$ cat src/hw/rtl/sha256_pkg.sv
package sha256_pkg;

	typedef logic [31:0] word_t;

	// controller to datapath commands
	typedef struct packed {
		logic       put_byte;     // write byte into window at byte position
		logic [5:0] byte_pos;
		logic       pad_zero;     // clear words after pad position
		logic       clear_win;    // zero whole window
		logic       put_len;      // write length into words 14 and 15
		logic       start_blk;    // load working words from chain
		logic       round;        // run one round
		logic [5:0] rnd;
		logic       fold;         // add working words into chain
		logic       restart;      // reset chain and length
		logic       add_len;      // count eight bits
	} dp_cmd_t;

	localparam word_t K_TAB [64] = '{
		32'h428a2f98, 32'h71374491, 32'hb5c0fbcf, 32'he9b5dba5, 32'h3956c25b, 32'h59f111f1,
		32'h923f82a4, 32'hab1c5ed5, 32'hd807aa98, 32'h12835b01, 32'h243185be, 32'h550c7dc3,
		32'h72be5d74, 32'h80deb1fe, 32'h9bdc06a7, 32'hc19bf174, 32'he49b69c1, 32'hefbe4786,
		32'h0fc19dc6, 32'h240ca1cc, 32'h2de92c6f, 32'h4a7484aa, 32'h5cb0a9dc, 32'h76f988da,
		32'h983e5152, 32'ha831c66d, 32'hb00327c8, 32'hbf597fc7, 32'hc6e00bf3, 32'hd5a79147,
		32'h06ca6351, 32'h14292967, 32'h27b70a85, 32'h2e1b2138, 32'h4d2c6dfc, 32'h53380d13,
		32'h650a7354, 32'h766a0abb, 32'h81c2c92e, 32'h92722c85, 32'ha2bfe8a1, 32'ha81a664b,
		32'hc24b8b70, 32'hc76c51a3, 32'hd192e819, 32'hd6990624, 32'hf40e3585, 32'h106aa070,
		32'h19a4c116, 32'h1e376c08, 32'h2748774c, 32'h34b0bcb5, 32'h391c0cb3, 32'h4ed8aa4a,
		32'h5b9cca4f, 32'h682e6ff3, 32'h748f82ee, 32'h78a5636f, 32'h84c87814, 32'h8cc70208,
		32'h90befffa, 32'ha4506ceb, 32'hbef9a3f7, 32'hc67178f2
	};

	localparam word_t H_INIT [8] = '{
		32'h6a09e667, 32'hbb67ae85, 32'h3c6ef372, 32'ha54ff53a,
		32'h510e527f, 32'h9b05688c, 32'h1f83d9ab, 32'h5be0cd19
	};

	localparam logic [7:0] PAD_BYTE   = 8'h80;
	localparam logic [5:0] LENGTH_POS = 6'd56;
	localparam logic [2:0] REG_EXTRA  = 3'd0;

	function automatic word_t rotr(input word_t x, input int n);
		rotr = (x >> n) | (x << (32 - n));
	endfunction

endpackage

$ cat src/hw/rtl/sha256_dp.sv
module sha256_dp (
	input  logic                  clk,
	input  logic                  arst_n,
	input  sha256_pkg::dp_cmd_t   cmd,
	input  logic [7:0]            byte_in,
	input  logic [31:0]           extra_bytes,
	input  logic [2:0]            out_sel,
	output logic [31:0]           out_word
);
	import sha256_pkg::*;

	word_t      win_q [16];
	word_t      hash_q [8];
	word_t      v_q [8];
	logic [63:0] len_q;

	word_t w_new, wt, t1, t2, s0, s1, w2, w15;
	logic [63:0] len_tot;
	logic [3:0]  t4;

	// schedule word for this round
	always_comb begin
		t4  = cmd.rnd[3:0];
		w2  = win_q[t4 - 4'd2];
		w15 = win_q[t4 - 4'd15];
		s1  = rotr(w2, 17) ^ rotr(w2, 19) ^ (w2 >> 10);
		s0  = rotr(w15, 7) ^ rotr(w15, 18) ^ (w15 >> 3);
		w_new = s1 + win_q[t4 - 4'd7] + s0 + win_q[t4];
		wt  = (cmd.rnd[5:4] != 2'd0) ? w_new : win_q[t4];
		t1  = v_q[7] + (rotr(v_q[4], 6) ^ rotr(v_q[4], 11) ^ rotr(v_q[4], 25))
			+ ((v_q[4] & v_q[5]) ^ (~v_q[4] & v_q[6])) + K_TAB[cmd.rnd] + wt;
		t2  = (rotr(v_q[0], 2) ^ rotr(v_q[0], 13) ^ rotr(v_q[0], 22))
			+ ((v_q[0] & v_q[1]) ^ (v_q[0] & v_q[2]) ^ (v_q[1] & v_q[2]));
		len_tot = len_q + {29'd0, extra_bytes, 3'd0};
	end

	// message window
	always_ff @(posedge clk) begin
		if (cmd.clear_win) begin
			for (int i = 0; i < 16; i++) win_q[i] <= '0;
		end else if (cmd.round) begin
			win_q[t4] <= wt;
		end else if (cmd.put_len) begin
			win_q[14] <= len_tot[63:32];
			win_q[15] <= len_tot[31:0];
		end else if (cmd.put_byte) begin
			for (int i = 0; i < 16; i++) begin
				if (cmd.pad_zero && i > int'(cmd.byte_pos[5:2])) win_q[i] <= '0;
			end
			for (int j = 0; j < 4; j++) begin
				if (cmd.byte_pos[1:0] == 2'(j))
					win_q[cmd.byte_pos[5:2]][31-8*j -: 8] <= byte_in;
				else if (cmd.pad_zero && cmd.byte_pos[1:0] < 2'(j))
					win_q[cmd.byte_pos[5:2]][31-8*j -: 8] <= 8'd0;
			end
		end
	end

	// chain, working words and length
	always_ff @(posedge clk or negedge arst_n) begin
		if (!arst_n) begin
			for (int i = 0; i < 8; i++) begin
				hash_q[i] <= H_INIT[i];
				v_q[i]    <= '0;
			end
			len_q <= '0;
		end else begin
			if (cmd.restart) begin
				for (int i = 0; i < 8; i++) hash_q[i] <= H_INIT[i];
				len_q <= '0;
			end else if (cmd.fold) begin
				for (int i = 0; i < 8; i++) hash_q[i] <= hash_q[i] + v_q[i];
			end
			if (cmd.add_len) len_q <= len_q + 64'd8;
			if (cmd.start_blk) begin
				for (int i = 0; i < 8; i++) v_q[i] <= hash_q[i];
			end else if (cmd.round) begin
				v_q[7] <= v_q[6]; v_q[6] <= v_q[5]; v_q[5] <= v_q[4];
				v_q[4] <= v_q[3] + t1;
				v_q[3] <= v_q[2]; v_q[2] <= v_q[1]; v_q[1] <= v_q[0];
				v_q[0] <= t1 + t2;
			end
		end
	end

	assign out_word = hash_q[out_sel];

endmodule

$ cat src/hw/rtl/sha256_ctrl.sv
module sha256_ctrl (
	input  logic                 clk,
	input  logic                 arst_n,
	input  logic                 in_valid,
	output logic                 in_ready,
	input  logic                 byte_present,
	input  logic                 end_of_message,
	output logic [7:0]           byte_sel,
	output sha256_pkg::dp_cmd_t  cmd,
	output logic                 out_valid,
	input  logic                 out_ready,
	output logic [2:0]           out_idx
);
	import sha256_pkg::*;

	localparam logic [2:0] ST_IDLE  = 3'd0;
	localparam logic [2:0] ST_START = 3'd1;
	localparam logic [2:0] ST_RND   = 3'd2;
	localparam logic [2:0] ST_FOLD  = 3'd3;
	localparam logic [2:0] ST_PAD   = 3'd4;
	localparam logic [2:0] ST_LEN   = 3'd5;
	localparam logic [2:0] ST_OUT   = 3'd6;

	logic [2:0] state_q;
	logic [5:0] pos_q, rnd_q;
	logic [2:0] idx_q;
	logic       eom_q;   // padding pending after block
	logic       fin_q;   // this compression is the final one
	logic       two_q;   // length block still to come after this one
	logic [7:0] byte_q;
	logic       acc;

	assign in_ready  = (state_q == ST_IDLE);
	assign acc       = in_valid && in_ready;
	assign out_valid = (state_q == ST_OUT);
	assign out_idx   = idx_q;
	assign byte_sel  = (state_q == ST_PAD) ? PAD_BYTE : byte_q;

	always_comb begin
		cmd = '0;
		cmd.rnd = rnd_q;
		cmd.byte_pos = pos_q;
		case (state_q)
			ST_START: cmd.start_blk = 1'b1;
			ST_RND:   cmd.round = 1'b1;
			ST_FOLD:  cmd.fold = 1'b1;
			ST_PAD: begin
				cmd.put_byte = 1'b1;
				cmd.pad_zero = 1'b1;
			end
			ST_LEN:   cmd.put_len = 1'b1;
			default: ;
		endcase
		if (state_q == ST_IDLE && acc && byte_present) begin
			cmd.add_len = 1'b1;
		end
		if (state_q == ST_OUT && out_ready && idx_q == 3'd7) begin
			cmd.restart = 1'b1;
			cmd.clear_win = 1'b1;
		end
		if (state_q == ST_FOLD && two_q) cmd.clear_win = 1'b1;
	end

	// byte written straight from the port on acceptance
	assign byte_q = 8'd0;

	// sequence the block work
	always_ff @(posedge clk or negedge arst_n) begin
		if (!arst_n) begin
			state_q <= ST_IDLE;
			pos_q <= '0; rnd_q <= '0; idx_q <= '0;
			eom_q <= 1'b0; fin_q <= 1'b0; two_q <= 1'b0;
		end else begin
			case (state_q)
				ST_IDLE: if (acc) begin
					if (byte_present) pos_q <= pos_q + 6'd1;
					eom_q <= end_of_message;
					if (byte_present && pos_q == 6'd63) begin
						state_q <= ST_START;
						fin_q <= 1'b0;
					end else if (end_of_message) begin
						state_q <= ST_PAD;
					end
				end
				ST_PAD: begin
					two_q <= (pos_q >= LENGTH_POS);
					state_q <= (pos_q >= LENGTH_POS) ? ST_START : ST_LEN;
					fin_q <= (pos_q < LENGTH_POS);
				end
				ST_LEN: state_q <= ST_START;
				ST_START: begin
					rnd_q <= '0;
					state_q <= ST_RND;
				end
				ST_RND: begin
					rnd_q <= rnd_q + 6'd1;
					if (rnd_q == 6'd63) state_q <= ST_FOLD;
				end
				ST_FOLD: begin
					if (fin_q) begin
						state_q <= ST_OUT;
						idx_q <= '0;
					end else if (two_q) begin
						two_q <= 1'b0;
						fin_q <= 1'b1;
						state_q <= ST_LEN;
					end else if (eom_q) begin
						state_q <= ST_PAD;
					end else begin
						state_q <= ST_IDLE;
					end
				end
				ST_OUT: if (out_ready) begin
					idx_q <= idx_q + 3'd1;
					if (idx_q == 3'd7) begin
						state_q <= ST_IDLE;
						pos_q <= '0;
						eom_q <= 1'b0;
						fin_q <= 1'b0;
					end
				end
				default: state_q <= ST_IDLE;
			endcase
		end
	end

endmodule

$ cat src/hw/rtl/sha256_message_hasher.sv
// channel | signals                                   | direction
// in      | in_valid/in_ready, msg_byte, byte_present, end_of_message | in
// out     | out_valid/out_ready, digest_word, word_index, last_word  | out
// cfg     | psel penable pwrite paddr pwdata prdata pready         | APB
// Bytes enter back to back while idle; every 64th byte starts a compression
// (load, 64 rounds of the one round unit, fold).
// The end mark adds padding and one or two compressions, then eight words.
// Input is held off while padding, compressing or while the digest is being taken.
// Reset restores the initial chain, clears counters and the length register.
module sha256_message_hasher (
	input  logic        clk,
	input  logic        arst_n,
	input  logic        in_valid,
	output logic        in_ready,
	input  logic [7:0]  msg_byte,
	input  logic        byte_present,
	input  logic        end_of_message,
	output logic        out_valid,
	input  logic        out_ready,
	output logic [31:0] digest_word,
	output logic [2:0]  word_index,
	output logic        last_word,
	input  logic        psel,
	input  logic        penable,
	input  logic        pwrite,
	input  logic [2:0]  paddr,
	input  logic [31:0] pwdata,
	output logic [31:0] prdata,
	output logic        pready
);
	import sha256_pkg::*;

	dp_cmd_t    cmd, cmd_c;
	logic [7:0] byte_sel, dp_byte;
	logic [31:0] extra_q;
	logic       acc;

	assign pready = 1'b1;
	assign prdata = (paddr == {REG_EXTRA[0], 2'b00}) ? extra_q : 32'd0;

	// hold the length register
	always_ff @(posedge clk or negedge arst_n) begin
		if (!arst_n) extra_q <= '0;
		else if (psel && penable && pwrite && paddr == {REG_EXTRA[0], 2'b00})
			extra_q <= pwdata;
	end

	sha256_ctrl u_ctrl (
		.clk, .arst_n, .in_valid, .in_ready, .byte_present, .end_of_message,
		.byte_sel, .cmd(cmd_c), .out_valid, .out_ready, .out_idx(word_index)
	);

	// write accepted bytes directly at the fill position
	assign acc = in_valid && in_ready && byte_present;
	always_comb begin
		cmd = cmd_c;
		dp_byte = byte_sel;
		if (acc) begin
			cmd.put_byte = 1'b1;
			dp_byte = msg_byte;
		end
	end

	sha256_dp u_dp (
		.clk, .arst_n, .cmd, .byte_in(dp_byte), .extra_bytes(extra_q),
		.out_sel(word_index), .out_word(digest_word)
	);

	assign last_word = (word_index == 3'd7);

endmodule

$ cat config.mk
export PLATFORM = sky130hd
export DESIGN_NAME = sha256_message_hasher
export DESIGN_NICKNAME = d
export VERILOG_FILES = /design/src/hw/rtl/sha256_pkg.sv /design/src/hw/rtl/sha256_dp.sv /design/src/hw/rtl/sha256_ctrl.sv /design/src/hw/rtl/sha256_message_hasher.sv
export SDC_FILE = /design/constraint.sdc
export NUM_CORES = 2
export LEC_CHECK = 0
export BUFFER_PORTS_ARGS = -buffer_cell sky130_fd_sc_hd__buf_4
export CAP_MARGIN = 20
export CORE_ASPECT_RATIO = 0.5
export CORE_MARGIN = 2
export CORE_UTILIZATION = 45
export CTS_BUF_LIST = sky130_fd_sc_hd__clkbuf_4 sky130_fd_sc_hd__clkbuf_8
export DETAILED_ROUTE_END_ITERATION = 12
export PLACE_DENSITY = 0.59
export SYNTH_ARGS = -nofsm -noshare
export SYNTH_HDL_FRONTEND = slang
export SYNTH_SLANG_ARGS = --single-unit
$ cat constraint.sdc
create_clock -name clk -period 27.6 [get_ports clk]
set_clock_uncertainty 0.15 [all_clocks]
set_input_delay 4.14 -clock clk [delete_from_list [all_inputs] [get_ports clk]]
set_output_delay 4.14 -clock clk [all_outputs]
set_load 0.01 [all_outputs]
## Word-level counts from Yosys, hierarchy flattened

Memory sizes are Yosys's and may differ from the RTL's.
Cells that the tools add are included.

| storage, ports and cells | value |
|---|---|
| register bits | 629 |
| latch bits | 0 |
| RAM bits | 512 |
| bits in read-only memories | 2,048 |
| input port bits | 52 |
| output and inout port bits | 71 |
| word-level logic and storage cells | 430 |
| memories kept | 2 |

| cells by class | value |
|---|---|
| add/sub/neg operators | 26 |
| multiply operators | 0 |
| divide/modulo/power cells | 0 |
| $lt $le $gt $ge | 23 |
| equal/unequal tests | 21 |
| shift operators | 0 |
| multiplexer cells | 233 |
| bitwise operators | 50 |
| reductions and logical operators | 50 |

Memories:

| memory | words | bits a word | read ports | clocked after Yosys merged registers in | wr ports | RTL line | source |
|---|---|---|---|---|---|---|---|
| (name not given) | 64 | 32 | 1 | 0 | 0 | sha256_dp.sv:31 | `+ ((v_q[4] & v_q[5]) ^ (~v_q[4] & v_q[6])) + K_TAB[cmd.rnd] + wt;` |
| u_dp.win_q | 16 | 32 | 4 | 0 | 16 | sha256_dp.sv:12 | `word_t win_q [16];` |

Operators with widths:

| kind | number |
|---|---|
| 2-to-1 mux 256 bit | 4 |
| 2-to-1 mux 32 bit | 25 |
| adder 32 bit | 18 |
| XOR 32 bit | 9 |
| 2-to-1 mux 1 bit | 169 |
| bitwise AND 32 bit | 5 |
| 2-to-1 mux 64 bit | 2 |
| binary-select mux 32 bit (select 3 bit) | 1 |
| adder 64 x 35 -> 64 bit | 1 |
| adder 64 x 4 -> 64 bit, second input constant | 1 |
| OR reduction 32 bit | 2 |
| 2-to-1 mux 8 bit | 6 |
| 2-to-1 mux 3 bit | 12 |
| > comparator 4 bit, first input constant | 8 |
| NOT 32 bit | 1 |
| bitwise OR 10 x 32 -> 32 bit | 1 |
| bitwise OR 13 x 32 -> 32 bit | 1 |
| bitwise OR 14 x 32 -> 32 bit | 1 |
| bitwise OR 15 x 32 -> 32 bit | 1 |
| bitwise OR 19 x 32 -> 32 bit | 1 |
| bitwise OR 21 x 32 -> 32 bit | 1 |
| bitwise OR 25 x 32 -> 32 bit | 1 |
| bitwise OR 26 x 32 -> 32 bit | 1 |
| bitwise OR 30 x 32 -> 32 bit | 1 |
| other kinds (45) | 130 |

## Longest topological paths before layout

| logic depth | value |
|---|---|
| word-level depth | 13 |
| mapped depth | 60 |
| gate-level depth less buffers | 51 |

## By module

Synthesis repeated with hierarchy kept, for this count alone.

| unflattened totals | value |
|---|---|
| cells, all modules | 9,454 |
| area total of the unflattened synthesis | 91,470.2 µm² |

Modules (own cells, without submodules):

| module | instances | cells each | area an instance (µm²) | seq. area each (µm²) |
|---|---|---|---|---|
| sha256_dp | 1 | 9,200 | 88,462.3 | 27,961.8 |
| sha256_message_hasher | 1 | 118 | 1,696.6 | 800.8 |
| sha256_ctrl | 1 | 136 | 1,311.3 | 525.5 |

## Worst setup path before layout

No wires, ideal clock.

| path | value |
|---|---|
| path kind | register -> register |
| start | register u_ctrl.rnd_q[0] |
| end | register u_dp.v_q[255] in the netlist's numbering |
| library setup time | 129 ps |
| arrival time | 13,278 ps |
| data required time | 27,321 ps |
| slack | 14,043 ps |
| cell stages (with the launch flop) | 58 |
| path buffers | 14 |
| clock period less this slack | 13,557 ps |
| path through | dfrtp_1 buf_6 buf_6 buf_6 buf_4 buf_4 buf_4 buf_4 buf_4 buf_4 inv_1 ha_1 clkbuf_1 clkbuf_1 clkbuf_1 clkbuf_1 buf_1 mux4_2 [22 not listed] nand2b_1 a21oi_1 nor3b_1 a21oi_1 o21ai_0 a21o_1 a21oi_1 xnor2_1 fa_1 ha_1 and3_1 a211o_1 a21o_1 a41oi_1 o21ai_0 a21oi_1 xnor2_1 o21ai_1 |

| on the way | value |
|---|---|
| longest elaborated chain between the ends | 13 |
| elaborated cells on any way between the ends | 25 |
| those cells by class | add/sub: 9; mux: 5; bitwise: 9; memory: 2 |

RTL lines:

| item | RTL line | source |
|---|---|---|
| from (decl) | sha256_ctrl.sv:25 | `logic [5:0] pos_q, rnd_q;` |
| from (signal assigned) | sha256_ctrl.sv:96 | `rnd_q <= rnd_q + 6'd1;` |
| subtractor 4 x 2 -> 4 bit | sha256_dp.sv:24 | `w2 = win_q[t4 - 4'd2];` |
| memory read (16 x 32 bit) | n/a |  |
| bitwise OR 15 x 32 -> 32 bit / bitwise OR 13 x 32 -> 32 bit (equally long branches) | sha256_pkg.sv:44 | `rotr = (x >> n) \| (x << (32 - n));` |
| XOR 32 bit | sha256_dp.sv:26 | `s1 = rotr(w2, 17) ^ rotr(w2, 19) ^ (w2 >> 10);` |
| XOR 32 x 22 -> 32 bit | sha256_dp.sv:26 |  |
| adder 32 bit (3 in a row) | sha256_dp.sv:28 | `w_new = s1 + win_q[t4 - 4'd7] + s0 + win_q[t4];` |
| 2-to-1 mux 32 bit | sha256_dp.sv:29 | `wt = (cmd.rnd[5:4] != 2'd0) ? w_new : win_q[t4];` |
| adder 32 bit * | sha256_dp.sv:31 |  |
| adder 32 bit * | sha256_dp.sv:81 | `v_q[0] <= t1 + t2;` |
| 2-to-1 mux 256 bit * | sha256_dp.sv:77 | `end else if (cmd.round) begin` |
| 2-to-1 mux 256 bit * | sha256_dp.sv:75 | `if (cmd.start_blk) begin` |
| to (decl) | sha256_dp.sv:14 | `word_t v_q [8];` |

Mark *: on every way between the ends. The rest lies on a longest branch, timed or not. The select of a mux whose other input is x is not followed.
A chain may end at the register's enable or synchronous reset.

## Worst setup path after layout

| path | value |
|---|---|
| start | register u_ctrl.rnd_q[1] |
| end | register u_dp.v_q[255] in the netlist's numbering |

Same word-level chain as after synthesis.

==> results by group <==
Run status
  • Status: finished, final reports clean

Global route
  • Largest net degree at the start of global routing: 140
  • Total grt overflow: 0
  • Vias in the first global route: 69910
  • GRT Util Overall: 32.67%
  • Initial antenna violation count: 9
  • First-pass GRT wire length: 480000 um

Min path
  • Worst hold start: u_dp.win_q[3][30]$_SDFFE_PP0P_
  • Hold Path Sink: u_dp.win_q[3][30]$_SDFFE_PP0P_
  • Min-delay worst type: reg2reg
  • Hold Path Depth: 2

Final layout
  • Area Growth Syn to Fin: 8.558%
  • Nets: 9802
  • Fill cells: 18200
  • Share of cells above drive strength 1: 14.03%
  • Most common cell after layout, fill and taps aside: nor2_1
  • Storage cell area: 29310 um2
  • Multi-input logic area: 54120 um2
  • Fin cells: 11880
  • Most frequent cells in the layout: 1031 x nor2_1, 926 x nand2_1, 596 x o21ai_0

Yosys
  • Post-synth top area share: 14.07%
  • Dominant cell type by area after synthesis: dfrtp_1
  • Ys Warns: 0
  • Syn nets: 9940
  • #FFs+latches synth: 1138
  • Cells after synthesis: 9249
  • Register area share after synthesis: 33.61%
  • Post-synth EDFFs: 320
  • Synth top area cells: dfrtp_1 14%, edfxtp_1 11%, mux4_2 9.3%
  • Main flop type after synthesis: dfrtp_1
  • Async SR Flop Fraction: 55.01%
  • Yosys cell types: 87
  • Cell Area, Synth: 87150 um2
  • Post-synthesis average cell area: 9.422 um2

Place
  • Placed Cells: 11520
  • IO buf count: 121
  • DP HPWL: 239300 um
  • GP Congestion: 1.011

STA
  • Worst-Margin Slew: 1.205 ns
  • RSZ-0062 raised after global routing: false
  • Fin. Hold Viols: 0
  • FMAX: 68.64 MHz
  • Max-slew violations: 0
  • Final setup viols: 0
  • Crit share post-route: 52.78%
  • Setup tns final: 0 ns
  • Slew HR: 19.56%
  • Min Tclk post-route: 14.57 ns

Routing
  • Post-route ant nets: 0
  • Routed via count: 75080
  • WL/cell: 27.66 um
  • Pre-antenna DRT Iters: 6
  • Vias/cell: 6.319
  • Remaining DRCs: 0
  • Initial DRC Count: 9306
  • Total Wirelength: 328600 um

Critical path
  • WS Path Type: reg2reg
  • Nature of the critical path endpoint: flop
  • Worst r2r dst: u_dp.v_q[255]$_DFFE_PN0P_
  • Critical Path RT: 28.28 ns
  • FF-to-FF Start: u_ctrl.rnd_q[1]$_DFFE_PN0P_
  • CP arrival: 15.25 ns
  • Startpoint Class: flop
  • CP dominant cell by count: a21oi_1
  • Max incr delay on CP: 0.72 ns
  • Register-to-Register Path Depth: 47
  • CP max FO: 59
  • R2R setup slack: 13.03 ns
  • Worst path slowest cell: buf_4

Clocking
  • Resized cells post-CTS: 0
  • Clock Sink Count: 1138
  • Worst-skew pair later-pin latency: 0.99 ns
  • H-tree levels: 4
  • Root Driver: clkbuf_8
  • Hold buffer count at CTS: 0
  • Cts bufs inserted: 192
  • CTS max path bufs: 4
  • CTS clk-pin slew, worst paths: 0.07 ns
  • CTS tree: yes
  • Setup bufs post-CTS: 0

Flow run
  • Max-cap violations: 0

Die
  • Die width: 626.4 um
  • Initial core utilization: 45.19%
  • Die area: 197400 um2
  • Cell Rows: 114
  • Die Y-Extent: 315.2 um
  • I/O Pins: 123
  • Core ar.: 192800 um2
[flip-flops by register name, indices dropped and copies added, names as in the netlist]
signal          count
extra_q            32
u_ctrl.eom_q        1
u_ctrl.fin_q        1
u_ctrl.out_idx      3
u_ctrl.pos_q        6
u_ctrl.rnd_q        6
u_ctrl.state_q      3
u_ctrl.two_q        1
u_dp.hash_q       256
u_dp.len_q         61
u_dp.v_q          256
u_dp.win_q        512
[worst max path at each step]
| stage | startpoint | to | slack, ns | depth (start not counted) |
|---|---|---|---|---|
| after floorplan | u_ctrl.rnd_q[0]$_DFFE_PN0P_ | u_dp.v_q[255]$_DFFE_PN0P_ | 14.04 | 57 |
| after global placement | u_ctrl.rnd_q[1]$_DFFE_PN0P_ | u_dp.v_q[255]$_DFFE_PN0P_ | 13.29 | 50 |
| after detailed placement | u_ctrl.rnd_q[1]$_DFFE_PN0P_ | u_dp.v_q[255]$_DFFE_PN0P_ | 13.20 | 50 |
| after CTS | u_ctrl.rnd_q[1]$_DFFE_PN0P_ | u_dp.v_q[255]$_DFFE_PN0P_ | 13.17 | 50 |
| after global routing | u_ctrl.rnd_q[1]$_DFFE_PN0P_ | u_dp.v_q[253]$_DFFE_PN0P_ | 12.34 | 50 |
| final | u_ctrl.rnd_q[1]$_DFFE_PN0P_ | u_dp.v_q[255]$_DFFE_PN0P_ | 13.03 | 47 |
[cell type report]
| type | instances | share of cell area (%) |
|---|---|---|
| multi-input cells | 7112 | 57.20 |
| repair buffers | 268 | 2.262 |
| well taps | 2610 | 3.452 |
| flip-flops and latches | 1138 | 30.98 |
| clock buffers | 296 | 3.870 |
| diodes | 7 | 0.01852 |
| clock inverters | 51 | 0.6242 |
| inverters | 399 | 1.586 |
[critical path, delay by kind of cell, from the launching register on]
family / cells / cell delay [ns]
AO/OA/AOI/OAI: 19 / 4.56
XOR/XNOR: 4 / 0.95
adder cells (fa/ha/maj): 11 / 4.68
buffers and inverters: 8 / 2.14
flip-flops: 1 / 0.71
multiplexers: 1 / 0.43
AND/OR/NAND/NOR: 4 / 0.60
[through the flow]
step / util (%) / hold slack [ns] / cell area, um2 / worst slack (ns)
global route: 49.06 / 0.3848 / 94600 / 12.34
global placement: 46.82 / 0.3338 / 90280 / 13.29
detailed placement: 46.82 / 0.3385 / 90290 / 13.20
CTS: 49.03 / 0.3477 / 94540 / 13.17
finish: 49.06 / 0.3466 / 94610 / 13.03
floorplan: - / 0.3111 / 87150 / 14.04
[synthesized netlist by cell type (19+ instances only)]
master	instances
mux4_2	360
a311oi_1	26
a21o_1	184
and3_1	54
buf_2	49
a221o_1	35
nor2_1	1038
and2_1	67
edfxtp_1	320
dfxtp_1	192
fa_1	196
o211ai_1	32
o21bai_1	48
nor2b_1	47
clkbuf_1	443
o21ai_0	597
nor3_1	142
buf_4	33
inv_1	397
nand4_1	42
a211o_1	19
dfrtp_1	490
o21a_1	63
xnor2_1	357
nand2b_1	82
dfstp_2	136
mux2_2	119
a21boi_0	26
nand2_1	928
o31ai_1	43
xor2_1	270
a21oi_1	539
o22ai_1	82
or3_1	26
nand3_1	211
mux2i_1	251
a31oi_1	230
buf_1	69
a211oi_1	51
a22oi_1	220
ha_1	443
[per-layer routing]
metal	GRT usage (%)	wire length (um)	up-vias
met5	0	34	-
met4	13.90	16300	4
met3	7.410	33520	719
met2	49.29	142200	3965
met1	45.19	136600	37150
li1	-	-	33240
[kinds of logic after synthesis]
logic type | Yosys count | share of synthesized area, %
other | 1 | 0.004303
XOR/XNOR | 628 | 6.327
adder cells (fa/ha/maj) | 657 | 11.07
buffers and inverters | 999 | 4.567
AND/OR/NAND/NOR | 2724 | 13.50
AO/OA/AOI/OAI | 2370 | 17.15
multiplexers | 732 | 13.78
flip-flops | 1138 | 33.61
Power is not shown: default switching activity piles up to over one toggle a cycle in this logic, so the estimate is an artifact.
